### src/hw/rtl/dtkc_pkg.sv
// Shared types, register offsets and constants of the DMA task kick and completion register block.
package dtkc_pkg;

  // Bus word fields.
  localparam int unsigned ADDR_W  = 20;
  localparam int unsigned WA_W    = ADDR_W - 2;
  localparam int unsigned DATA_W  = 32;
  localparam int unsigned CADDR_W = 41;
  localparam int unsigned CLEN_W  = 26;
  localparam int unsigned CHIP_W  = 8;

  // Packed stream words.
  localparam int unsigned IN_TDATA_W  = 56;
  localparam int unsigned OUT_TDATA_W = 152;

  // Default sizes.
  localparam int unsigned RING_SLOTS_DEF  = 32;
  localparam int unsigned STORE_WORDS_DEF = 256;

  // Copy length limit in bytes.
  localparam logic [38:0] MAX_COPY_BYTES = 39'd33554432;

  // Register byte offsets.
  localparam logic [ADDR_W-1:0] OFF_DEPTH   = 20'h120;
  localparam logic [ADDR_W-1:0] OFF_POP     = 20'h128;
  localparam logic [ADDR_W-1:0] OFF_CRD_LO  = 20'h180;
  localparam logic [ADDR_W-1:0] OFF_CRD_HI  = 20'h190;
  localparam logic [ADDR_W-1:0] OFF_TASK_ID = 20'h200;
  localparam logic [ADDR_W-1:0] OFF_SRC     = 20'h204;
  localparam logic [ADDR_W-1:0] OFF_DST     = 20'h208;
  localparam logic [ADDR_W-1:0] OFF_BLOCKS  = 20'h20C;
  localparam logic [ADDR_W-1:0] OFF_TYPE    = 20'h218;
  localparam logic [ADDR_W-1:0] OFF_KICK    = 20'h21C;

  // The same offsets as word addresses.
  localparam logic [WA_W-1:0] WA_DEPTH   = OFF_DEPTH[ADDR_W-1:2];
  localparam logic [WA_W-1:0] WA_POP     = OFF_POP[ADDR_W-1:2];
  localparam logic [WA_W-1:0] WA_CRD_LO  = OFF_CRD_LO[ADDR_W-1:2];
  localparam logic [WA_W-1:0] WA_CRD_HI  = OFF_CRD_HI[ADDR_W-1:2];
  localparam logic [WA_W-1:0] WA_TASK_ID = OFF_TASK_ID[ADDR_W-1:2];
  localparam logic [WA_W-1:0] WA_SRC     = OFF_SRC[ADDR_W-1:2];
  localparam logic [WA_W-1:0] WA_DST     = OFF_DST[ADDR_W-1:2];
  localparam logic [WA_W-1:0] WA_BLOCKS  = OFF_BLOCKS[ADDR_W-1:2];
  localparam logic [WA_W-1:0] WA_TYPE    = OFF_TYPE[ADDR_W-1:2];
  localparam logic [WA_W-1:0] WA_KICK    = OFF_KICK[ADDR_W-1:2];

  // Free credit reported by the credit window.
  localparam logic [DATA_W-1:0] CREDIT_FREE = 32'd32;

  // Task type field and its one-to-one copy code.
  localparam logic [3:0] TYPE_COPY = 4'h0;

  // Identity seeds at word addresses zero to five; word two carries the die index.
  localparam int unsigned        IDENT_WORDS = 6;
  localparam logic [WA_W-1:0]    WA_IDENT_CHIP = 18'd2;
  localparam logic [DATA_W-1:0]  IDENT_SEED [IDENT_WORDS] = '{
    32'h2026_0101, 32'h0101_0100, 32'h0000_0000,
    32'h0000_0800, 32'h0020_2020, 32'h0820_2020
  };

  typedef enum logic [2:0] {
    KS_NONE   = 3'd0,
    KS_OK     = 3'd1,
    KS_ZERO   = 3'd2,
    KS_UNIMPL = 3'd3,
    KS_FULL   = 3'd4
  } kick_status_e;

  // Task words as last written, zero when never written.
  typedef struct packed {
    logic [DATA_W-1:0] id;
    logic [DATA_W-1:0] src;
    logic [DATA_W-1:0] dst;
    logic [DATA_W-1:0] blocks;
    logic [DATA_W-1:0] ty;
  } task_t;

  // Result of a kick.
  typedef struct packed {
    logic               push;
    logic               pulse;
    logic               copy_valid;
    logic [CADDR_W-1:0] copy_src;
    logic [CADDR_W-1:0] copy_dst;
    logic [CLEN_W-1:0]  copy_bytes;
    kick_status_e       status;
  } kick_t;

  // Default read value of a register that holds no stored word.
  function automatic logic [DATA_W-1:0] default_word(input logic [WA_W-1:0] wa,
                                                     input logic [CHIP_W-1:0] chip);
    logic [DATA_W-1:0] v;
    v = '0;
    if (wa == WA_IDENT_CHIP) begin
      v = DATA_W'(chip);
    end else if (wa < WA_W'(IDENT_WORDS)) begin
      v = IDENT_SEED[wa[2:0]];
    end
    return v;
  endfunction

endpackage

### src/hw/rtl/dtkc_kick.sv
// Kick decode: copy command fields, status, ring push and done pulse.
module dtkc_kick (
  input  logic                        kick_i,
  input  logic                        irq_off_i,
  input  logic                        ring_full_i,
  input  dtkc_pkg::task_t             task_i,
  output dtkc_pkg::kick_t             kick_o
);

  logic [38:0] size;
  logic [38:0] size_clamp;

  assign size       = {task_i.blocks, 7'b0};
  assign size_clamp = (size > dtkc_pkg::MAX_COPY_BYTES) ? dtkc_pkg::MAX_COPY_BYTES : size;

  // Task type decode and ring admission.
  always_comb begin
    kick_o = '0;
    kick_o.status = dtkc_pkg::KS_NONE;
    if (kick_i) begin
      if (task_i.ty[3:0] == dtkc_pkg::TYPE_COPY) begin
        if (task_i.blocks == '0) begin
          kick_o.status = dtkc_pkg::KS_ZERO;
        end else begin
          kick_o.copy_valid = 1'b1;
          kick_o.copy_src   = {task_i.ty[21:20], task_i.src, 7'b0};
          kick_o.copy_dst   = {task_i.ty[23:22], task_i.dst, 7'b0};
          kick_o.copy_bytes = size_clamp[dtkc_pkg::CLEN_W-1:0];
          kick_o.status     = dtkc_pkg::KS_OK;
        end
      end else begin
        kick_o.status = dtkc_pkg::KS_UNIMPL;
      end
      if (ring_full_i) begin
        kick_o.status = dtkc_pkg::KS_FULL;
      end else begin
        kick_o.push  = 1'b1;
        kick_o.pulse = !irq_off_i;
      end
    end
  end

endmodule

### config.mk
export PLATFORM = sky130hd
export DESIGN_NAME = dtkc_kick
export DESIGN_NICKNAME = d
export VERILOG_FILES = /design/src/hw/rtl/dtkc_pkg.sv /design/src/hw/rtl/dtkc_kick.sv
export SDC_FILE = /design/constraint.sdc
export NUM_CORES = 1
export LEC_CHECK = 0
export BUFFER_PORTS_ARGS = -buffer_cell sky130_fd_sc_hd__buf_2
export CAP_MARGIN = 20
export CORE_AREA = 2 2 108 110
export DETAILED_ROUTE_END_ITERATION = 6
export DIE_AREA = 0 0 110 112
export PLACE_DENSITY_LB_ADDON = 0.05
export SETUP_SLACK_MARGIN = 0.15
export SLEW_MARGIN = 25
export SYNTH_ARGS = -nofsm -noshare
export SYNTH_HDL_FRONTEND = slang
export SYNTH_SLANG_ARGS = --single-unit
### constraint.sdc
create_clock -name vclk -period 3
set_clock_uncertainty 0.2 [all_clocks]
set_input_delay 0.15 -clock vclk [all_inputs]
set_output_delay 0.15 -clock vclk [all_outputs]
set_load 0.05 [all_outputs]
==> metrics.txt <==
largest net degree at the start of global routing 70; vias in the first global route 1627; CP Data Required Time 2.65 ns; routed via count between 1500 and 2000; dominant cells by area after synthesis and3_1, buf_4, a211oi_1, inv_1, clkbuf_1; Seq cells 0; routed wire length 5980 um; Syn. warnings 0; cell area after synthesis 1040 um2; status finished clean; PwrDens 102 nW/um2; first-pass GRT wire length 8350 um; setup TNS 0 ns; Fmax 0.403 GHz; GPL Wtd Cong 0.662; Starting Density 0.0929; Post-synth top cells and3_1, buf_4, inv_1; Top Layer Used met4; worst vdd ir 0.0000389 V; Tmin final 2.48 ns; clock buffer count 0; drt drc 0; Global Route Usage Sum 0.0833; DRT Pass-1 Iters 4; die height 112 um; area grow syn2layout 99.5%; Worst-Margin Slew 0.590 ns; max-slew violations 0; Worst setup EP type primary output; core footprint ~11000 um2; met1 wire length 2030 um; CP startpoint task_i[42]; most common cell in the netlist and3_1; final instance count without filler cells 501; worst-path fanout max between 60 and 70; final setup fails 0; worst path arrival time 2.13 ns; placed cells 501; I/O Buffers 200; layout cells sized above 1 0.573; antenna-violating nets left 0; fillers 1319; Ports 277; Critical Path End kick_o[1]; NumNets Final between 500 and 600; full die area 12300 um2; largest area contributor in the netlist and3_1; syn_area_per_cell ~5.9 um2; cells after synthesis 175; First DRT Iteration DRCs 65; CP Class primary input to primary output; max cap viols 0; Critical Path Start Type primary input; antenna violations before repair 0; Unique masters post-synth 22; relative slew slack 0.607; Detailed Place HPWL 4970 um; Site Rows 39; min-delay src irq_off_i; unrepaired setup endpoints after global routing false; Post-CTS Resized 0; Hold Vio Cnt, Final 0; Die X about 110 um; Synth top area share 0.410; metal3 WL 767 um; Seq/Total Area, Yosys 0; diodes inserted 0; via/cell ratio 3.71; placed cell areas 2070 um2; Design Area, Final approximately 2100 um2; Leak approximately 1.6 nW; cts hold-fix bufs 0; crit share post-route 0.827; total gr overflow 0; # Post-CTS Setup Buffers 0; flip-flop and latch area 0 um2; drt wl/cell 11.9 um; DR WL met2 3140 um; worst hold path type primary input to primary output
[cell usage in the layout (no fill, tap or decap)]
cell type | Yosys | final
nand4_1 | 1 | 1
nand3_1 | 2 | 2
buf_2 | 3 | 200
or2_2 | 1 | 1
buf_4 | 21 | 4
nor3_1 | 1 | 1
nor2_1 | 5 | 5
conb_1 | 1 | 21
inv_1 | 20 | 20
a21oi_1 | 2 | 2
o21ai_1 | 1 | 1
nand2b_1 | 1 | 1
and2_1 | 2 | 2
a211oi_1 | 18 | 18
nand2_1 | 1 | 1
or3_1 | 1 | 1
and3_1 | 68 | 68
nor4_1 | 8 | 8
or4_1 | 1 | 1
[worst max-delay path, stage by stage]
cell and delay [ns]:
buf_2 0.11, nor4_1 0.31, nand3_1 0.21, or4_1 0.51, buf_4 0.30, a21oi_1 0.21, buf_2 0.29
[metal layers]
| metal | up-vias | global-route usage |
|---|---|---|
| li1 | 940 | - |
| met1 | 800 | 0.0848 |
| met2 | 118 | 0.175 |
| met3 | 2 | 0.0170 |
| met4 | 0 | 0.00338 |
| met5 | - | 0 |
[how the worst min path moves through the flow]
stage,to,cells after the start
floorplan,kick_o[112],1
global placement,kick_o[112],3
detailed placement,kick_o[112],3
CTS,kick_o[112],3
global route,kick_o[112],3
finish,kick_o[112],3
[power breakdown]
part	leakage (nW)	switching [mW]	internal, mW
Clock	0	0	0
Combinational	1.58	0.143	0.0681
Sequential	0	0	0
[cells by family (layout without fill, tap and decap cells)]
kind of cell | count (synthesis) | count (layout) | synth area share
buf+inv | 61 | 224 | 0.314
compound gates | 21 | 21 | 0.145
simple gates | 92 | 92 | 0.537
other cells | 1 | 21 | 0.00361
[metrics by stage]
stage	power (mW)	util	setup slack, ns	hold WS, ns
after global placement	0.213	0.185	0.484	0.412
after global routing	0.230	0.185	0.302	0.428
after detailed placement	0.213	0.185	0.477	0.412
after CTS	0.214	0.185	0.477	0.412
after floorplan	0.148	-	0.115	0.276
final	0.211	0.185	0.520	0.406
[final cells by class]
| cell class | instances | area [um2] | share of cell area |
|---|---|---|---|
| Inverter | 20 | 75.1 | 0.0362 |
| Multi-Input combinational cell | 134 | 787 | 0.380 |
| Timing Repair Buffer | 204 | 1030 | 0.498 |
| Tap cell | 143 | 179 | 0.0864 |
No activity file was read; power rests on OpenSTA's default activity.
