==> config.mk <==
export PLATFORM = sky130hd
export DESIGN_NAME = dtkc_ring
export DESIGN_NICKNAME = d
export VERILOG_FILES = /design/src/hw/rtl/dtkc_pkg.sv /design/src/hw/rtl/dtkc_ring.sv
export SDC_FILE = /design/constraint.sdc
export NUM_CORES = 1
export LEC_CHECK = 0
export ABC_AREA = 1
export BUFFER_PORTS_ARGS = -buffer_cell sky130_fd_sc_hd__clkbuf_2
export CORE_MARGIN = 3
export CORE_UTILIZATION = 30
export CTS_CLUSTER_DIAMETER = 200
export DETAILED_ROUTE_END_ITERATION = 12
export GPL_TIMING_DRIVEN = 0
export PLACE_DENSITY = 0.54
export SLEW_MARGIN = 10
export SYNTH_ARGS = -nofsm -noshare
export SYNTH_HDL_FRONTEND = slang
export SYNTH_SLANG_ARGS = --single-unit
==> constraint.sdc <==
create_clock -name clk_i -period 6.91 [get_ports clk_i]
set_clock_uncertainty 0.05 [all_clocks]
set_input_delay 0.691 -clock clk_i [delete_from_list [all_inputs] [get_ports clk_i]]
set_output_delay 0.691 -clock clk_i [all_outputs]
set_load 0.01 [all_outputs]
==> src/hw/rtl/dtkc_pkg.sv <==
// Shared types, register offsets and constants of the DMA task kick and completion register block.
package dtkc_pkg;

  // Bus word fields.
  localparam int unsigned ADDR_W  = 20;
  localparam int unsigned WA_W    = ADDR_W - 2;
  localparam int unsigned DATA_W  = 32;
  localparam int unsigned CADDR_W = 41;
  localparam int unsigned CLEN_W  = 26;
  localparam int unsigned CHIP_W  = 8;

  // Packed stream words.
  localparam int unsigned IN_TDATA_W  = 56;
  localparam int unsigned OUT_TDATA_W = 152;

  // Default sizes.
  localparam int unsigned RING_SLOTS_DEF  = 32;
  localparam int unsigned STORE_WORDS_DEF = 256;

  // Copy length limit in bytes.
  localparam logic [38:0] MAX_COPY_BYTES = 39'd33554432;

  // Register byte offsets.
  localparam logic [ADDR_W-1:0] OFF_DEPTH   = 20'h120;
  localparam logic [ADDR_W-1:0] OFF_POP     = 20'h128;
  localparam logic [ADDR_W-1:0] OFF_CRD_LO  = 20'h180;
  localparam logic [ADDR_W-1:0] OFF_CRD_HI  = 20'h190;
  localparam logic [ADDR_W-1:0] OFF_TASK_ID = 20'h200;
  localparam logic [ADDR_W-1:0] OFF_SRC     = 20'h204;
  localparam logic [ADDR_W-1:0] OFF_DST     = 20'h208;
  localparam logic [ADDR_W-1:0] OFF_BLOCKS  = 20'h20C;
  localparam logic [ADDR_W-1:0] OFF_TYPE    = 20'h218;
  localparam logic [ADDR_W-1:0] OFF_KICK    = 20'h21C;

  // The same offsets as word addresses.
  localparam logic [WA_W-1:0] WA_DEPTH   = OFF_DEPTH[ADDR_W-1:2];
  localparam logic [WA_W-1:0] WA_POP     = OFF_POP[ADDR_W-1:2];
  localparam logic [WA_W-1:0] WA_CRD_LO  = OFF_CRD_LO[ADDR_W-1:2];
  localparam logic [WA_W-1:0] WA_CRD_HI  = OFF_CRD_HI[ADDR_W-1:2];
  localparam logic [WA_W-1:0] WA_TASK_ID = OFF_TASK_ID[ADDR_W-1:2];
  localparam logic [WA_W-1:0] WA_SRC     = OFF_SRC[ADDR_W-1:2];
  localparam logic [WA_W-1:0] WA_DST     = OFF_DST[ADDR_W-1:2];
  localparam logic [WA_W-1:0] WA_BLOCKS  = OFF_BLOCKS[ADDR_W-1:2];
  localparam logic [WA_W-1:0] WA_TYPE    = OFF_TYPE[ADDR_W-1:2];
  localparam logic [WA_W-1:0] WA_KICK    = OFF_KICK[ADDR_W-1:2];

  // Free credit reported by the credit window.
  localparam logic [DATA_W-1:0] CREDIT_FREE = 32'd32;

  // Task type field and its one-to-one copy code.
  localparam logic [3:0] TYPE_COPY = 4'h0;

  // Identity seeds at word addresses zero to five; word two carries the die index.
  localparam int unsigned        IDENT_WORDS = 6;
  localparam logic [WA_W-1:0]    WA_IDENT_CHIP = 18'd2;
  localparam logic [DATA_W-1:0]  IDENT_SEED [IDENT_WORDS] = '{
    32'h2026_0101, 32'h0101_0100, 32'h0000_0000,
    32'h0000_0800, 32'h0020_2020, 32'h0820_2020
  };

  typedef enum logic [2:0] {
    KS_NONE   = 3'd0,
    KS_OK     = 3'd1,
    KS_ZERO   = 3'd2,
    KS_UNIMPL = 3'd3,
    KS_FULL   = 3'd4
  } kick_status_e;

  // Task words as last written, zero when never written.
  typedef struct packed {
    logic [DATA_W-1:0] id;
    logic [DATA_W-1:0] src;
    logic [DATA_W-1:0] dst;
    logic [DATA_W-1:0] blocks;
    logic [DATA_W-1:0] ty;
  } task_t;

  // Result of a kick.
  typedef struct packed {
    logic               push;
    logic               pulse;
    logic               copy_valid;
    logic [CADDR_W-1:0] copy_src;
    logic [CADDR_W-1:0] copy_dst;
    logic [CLEN_W-1:0]  copy_bytes;
    kick_status_e       status;
  } kick_t;

  // Default read value of a register that holds no stored word.
  function automatic logic [DATA_W-1:0] default_word(input logic [WA_W-1:0] wa,
                                                     input logic [CHIP_W-1:0] chip);
    logic [DATA_W-1:0] v;
    v = '0;
    if (wa == WA_IDENT_CHIP) begin
      v = DATA_W'(chip);
    end else if (wa < WA_W'(IDENT_WORDS)) begin
      v = IDENT_SEED[wa[2:0]];
    end
    return v;
  endfunction

endpackage

==> src/hw/rtl/dtkc_ring.sv <==
// Completion ring of task ids with head and tail pointers and a registered pop read.
module dtkc_ring #(
  parameter int unsigned RING_SLOTS = dtkc_pkg::RING_SLOTS_DEF
) (
  input  logic                          clk_i,
  input  logic                          rst_ni,
  input  logic                          acc_i,
  input  logic                          push_i,
  input  logic [dtkc_pkg::DATA_W-1:0]   push_id_i,
  input  logic                          pop_i,
  output logic                          full_o,
  output logic                          nonempty_o,
  output logic [7:0]                    depth_o,
  output logic [dtkc_pkg::DATA_W-1:0]   rdata_o
);

  localparam int unsigned PTR_W = (RING_SLOTS > 1) ? $clog2(RING_SLOTS) : 1;

  logic [dtkc_pkg::DATA_W-1:0] mem_q [RING_SLOTS];
  logic [dtkc_pkg::DATA_W-1:0] rdata_q;
  logic [PTR_W-1:0]            head_q, head_d;
  logic [PTR_W-1:0]            tail_q, tail_d;
  logic [PTR_W-1:0]            tail_nx;
  logic [PTR_W-1:0]            head_nx;
  logic [PTR_W:0]              diff;

  // Pointer successors wrap at the last slot.
  assign tail_nx = (tail_q == PTR_W'(RING_SLOTS - 1)) ? '0 : tail_q + PTR_W'(1);
  assign head_nx = (head_q == PTR_W'(RING_SLOTS - 1)) ? '0 : head_q + PTR_W'(1);

  assign full_o     = (tail_nx == head_q);
  assign nonempty_o = (head_q != tail_q);

  // Occupancy from the pointer distance.
  always_comb begin
    diff = {1'b0, tail_q} - {1'b0, head_q};
    if (tail_q < head_q) begin
      diff = diff + (PTR_W + 1)'(RING_SLOTS);
    end
  end
  assign depth_o = 8'(diff[PTR_W-1:0]);

  // Pointer updates.
  always_comb begin
    head_d = head_q;
    tail_d = tail_q;
    if (pop_i && nonempty_o) begin
      head_d = head_nx;
    end
    if (push_i) begin
      tail_d = tail_nx;
    end
  end

  always_ff @(posedge clk_i or negedge rst_ni) begin
    if (!rst_ni) begin
      head_q <= '0;
      tail_q <= '0;
    end else begin
      head_q <= head_d;
      tail_q <= tail_d;
    end
  end

  // Slot memory, written at the tail and read at the head.
  always_ff @(posedge clk_i) begin
    if (push_i) begin
      mem_q[tail_q] <= push_id_i;
    end
    if (acc_i) begin
      rdata_q <= mem_q[head_q];
    end
  end

  assign rdata_o = rdata_q;

endmodule

==> metrics <==
number of cells traversed by the worst register-to-register path 11; element type at the critical path start flop; number of gates resized after CTS 0; Async SR Flop Fraction 0.938%; largest net degree at the start of global routing 33; layout net count 4373; half-perimeter wire length after detailed placement 88.9 mm; Initial DRC Count 2694; most frequent cells after synthesis 1435 x sky130_fd_sc_hd__nand2_1, 1056 x sky130_fd_sc_hd__edfxtp_1, 621 x sky130_fd_sc_hd__nand3_1; Residual DRC 0; number of H-tree levels 3; total die area 154000 sq um; synthesized flop and latch total 1066; top area cells in the synthesized netlist sky130_fd_sc_hd__edfxtp_1 71%, sky130_fd_sc_hd__nand2_1 12%, sky130_fd_sc_hd__nand3_1 6.9%, sky130_fd_sc_hd__inv_1 4.4%, sky130_fd_sc_hd__buf_2 1.5%; area growth from synthesis to final layout 16.3%; setup repair after global routing missed its margin no; area share of the leading cell type in the synthesized netlist 70.8%; type of the tightest min-delay check in -> reg; via count of the routed design 28.7k; total wire length after detailed routing 128 mm; Crit. End Element output port; reported max-cap violation count 0; Root Driver sky130_fd_sc_hd__clkbuf_16; most frequently used cell type in the post-synthesis netlist sky130_fd_sc_hd__nand2_1; initial antenna violation count 5; R2R Path End rdata_o[23]; GRT overflow 0; worst hold-check slack 0.339 ns; Worst Tran Pin Value 1.17 ns; combinational family with the most area after synthesis simple AND/OR/NAND/NOR gates; Std-Cell Core Area 148000 sq um; number of nets still failing antenna checks after routing 0; Placement Rows 141; ratio of cells with drive above 1 in the final layout 9.86%; cell mode on critical path sky130_fd_sc_hd__buf_2; LEAKAGE 20.7 nW; power density cells 389 nW/um^2; chip width 392 microns; setup violators final 0; final-layout fill cell count 14.5k; final hold violations 0; post-synthesis mux area share 0%; area share of xor/xnor cells in the synthesized design 0.176%; worst hold path endpoint tail_q[4]; Pins Over Slew Limit 0; Fmax 253 MHz; Critical Path, Cell by Cell buf_2, inv_2, buf_2, buf_2, xor2_1, nor3_1, o21ai_0, nor2_1, clkbuf_2; clock tree from TritonCTS done; average size of a mapped cell 10.9 sq um; proportion of synthesized chip area in sequential cells 71.4%; combined area of the multi-input logic cells 10000 sq um; maximum ir drop on the vdd rail 0.329 mV; type of the worst setup path reg -> out; setup TNS 0 ns; clock tree sinks 1066; Post-Synthesis Cells 4108; wire length of the first global-routing pass 185 mm; worst reg-to-reg setup slack 3.66 ns; number of buffers between clock root and the deepest sink 3; CP Data Required Time 6.17 ns; arrival time reported for the critical path endpoint 3.21 ns; Initial Util 30.2%; number of buffers inserted during clock tree synthesis 105; First-pass DRT Iterations 6; adder and majority gate portion of the synthesized area 0.352%; most frequently used flop master after synthesis sky130_fd_sc_hd__edfxtp_1; footprint of the flip-flops and latches 32000 sq um; Yosys cell types 22; Die Height 392 microns; Reg-to-Reg Start head_q[1]; final weighted congestion in routability-driven placement 0.866; vias in the first global route 27.6k; Hold Crit Depth 3; clock transition at the registers of the reported paths 0.06 ns; run status complete, no violations; Power, Total 20.2 mW; slowest cell delay on critical path 0.44 ns; EDFF count, synth 1056; HP Start push_i; compound-gate portion of the synthesized area 1.42%; Port Buf Inserts 74; routed wire length per instance 20.2 microns; vias per cell 4.53; post-synthesis cell area 44800 sq um; final period utilization 57.1%; final critical delay including setup and external delays 3.95 ns; Simple-Gate Fraction of Synth Area 19.9%; Worst path top cell family by delay buffers and inverters; count of synthesis-stage warnings from yosys 0; global-route usage over all layers 16.5%; Max transition margin 22.1%; I/O pin total 79; crit-path max FO 10; number of buffers and inverters on the critical path 5; later-pin clock latency in the skew report 0.68 ns; Crit-path slowest cell sky130_fd_sc_hd__buf_2; cell taking the most area after synthesis sky130_fd_sc_hd__edfxtp_1
==> logic make-up (layout without fill, tap and decap cells) <==
family / Yosys count / after routing
buf+inv: 747 / 1048
compound gates: 111 / 111
flops: 1066 / 1066
simple gates: 2162 / 2162
fa+ha+maj: 12 / 12
other cells: 1 / 4
xor+xnor: 9 / 9
==> through the flow <==
step / setup slack [ns] / cells / utilization (%) / area, sq um
5_1_grt: 2.86 / 6341 / 35.2 / 52000
4_1_cts: 2.94 / 6341 / 35.2 / 52000
6_report: 2.96 / 6342 / 35.2 / 52000
2_1_floorplan: 3.93 / 4110 / - / 44800
3_3_place_gp: 2.45 / 6114 / 32.1 / 47600
3_5_place_dp: 3.68 / 6146 / 32.8 / 48600
==> cell usage in the layout (no fill, tap or decap), types with 32 or more instances in the layout <==
cell,n
sky130_fd_sc_hd__a21oi_1,69
sky130_fd_sc_hd__buf_2,131
sky130_fd_sc_hd__clkbuf_1,82
sky130_fd_sc_hd__clkbuf_16,109
sky130_fd_sc_hd__clkbuf_2,74
sky130_fd_sc_hd__edfxtp_1,1056
sky130_fd_sc_hd__inv_1,527
sky130_fd_sc_hd__nand2_1,1435
sky130_fd_sc_hd__nand3_1,621
sky130_fd_sc_hd__nor2_1,72
sky130_fd_sc_hd__nor2_4,32
sky130_fd_sc_hd__o211ai_1,32
==> timing repair <==
action / CTS / global route
setup endpoints to repair: 0 / 0
hold buffers: 1 / 0
setup buffers: 0 / 0
endpoints found under the hold margin: 10 / 0
==> worst max path at each step <==
stage	depth (start not counted)	end	slack (ns)	start
2_1_floorplan	3	mem_q[12][0]	3.93	push_i
5_1_grt	9	full_o	2.86	head_q[1]
3_5_place_dp	9	full_o	3.68	head_q[1]
4_1_cts	9	full_o	2.94	head_q[1]
6_report	9	full_o	2.96	head_q[1]
3_3_place_gp	3	mem_q[28][15]	2.45	push_i
==> flip-flops by register name (all words and copies together) (netlist names) <==
register  count
head_q        5
mem_q      1024
rdata_o      32
tail_q        5
==> metal layers <==
metal	track usage, %	wire length, microns
met3	2.17	7650
met5	0	27
met4	5.48	4280
met2	26.3	58100
met1	23.2	58100
==> power breakdown <==
part / switching [mW] / total, mW / internal, mW
clock: 2.42 / 5.76 / 3.35
combinational: 5.01 / 6.80 / 1.79
sequential: 0.110 / 7.68 / 7.57
total: 7.54 / 20.2 / 12.7
==> cell type report <==
cell class / instances / area share, %
Antenna cell: 1 / 0.00481
Buffer: 217 / 2.01
Clock buffer: 138 / 5.49
Clock inverter: 56 / 1.11
Inverter: 530 / 3.82
Multi-Input combinational cell: 2297 / 19.3
Sequential cell: 1066 / 61.4
Tap cell: 1930 / 4.64
Timing Repair Buffer: 107 / 2.26
==> worst register-to-register path: stages, from the launching register on <==
cell and delay (ns):
sky130_fd_sc_hd__dfrtp_1 0.42, sky130_fd_sc_hd__buf_2 0.22, sky130_fd_sc_hd__inv_2 0.30, sky130_fd_sc_hd__buf_2 0.45, sky130_fd_sc_hd__buf_2 0.34, sky130_fd_sc_hd__nand3_1 0.12
sky130_fd_sc_hd__nand3_1 0.17, sky130_fd_sc_hd__nand2_1 0.08, sky130_fd_sc_hd__nor2_1 0.28, sky130_fd_sc_hd__nand2_1 0.26, sky130_fd_sc_hd__nand2_1 0.24, sky130_fd_sc_hd__inv_1 0.06
No activity file was read; power rests on OpenSTA's default activity.
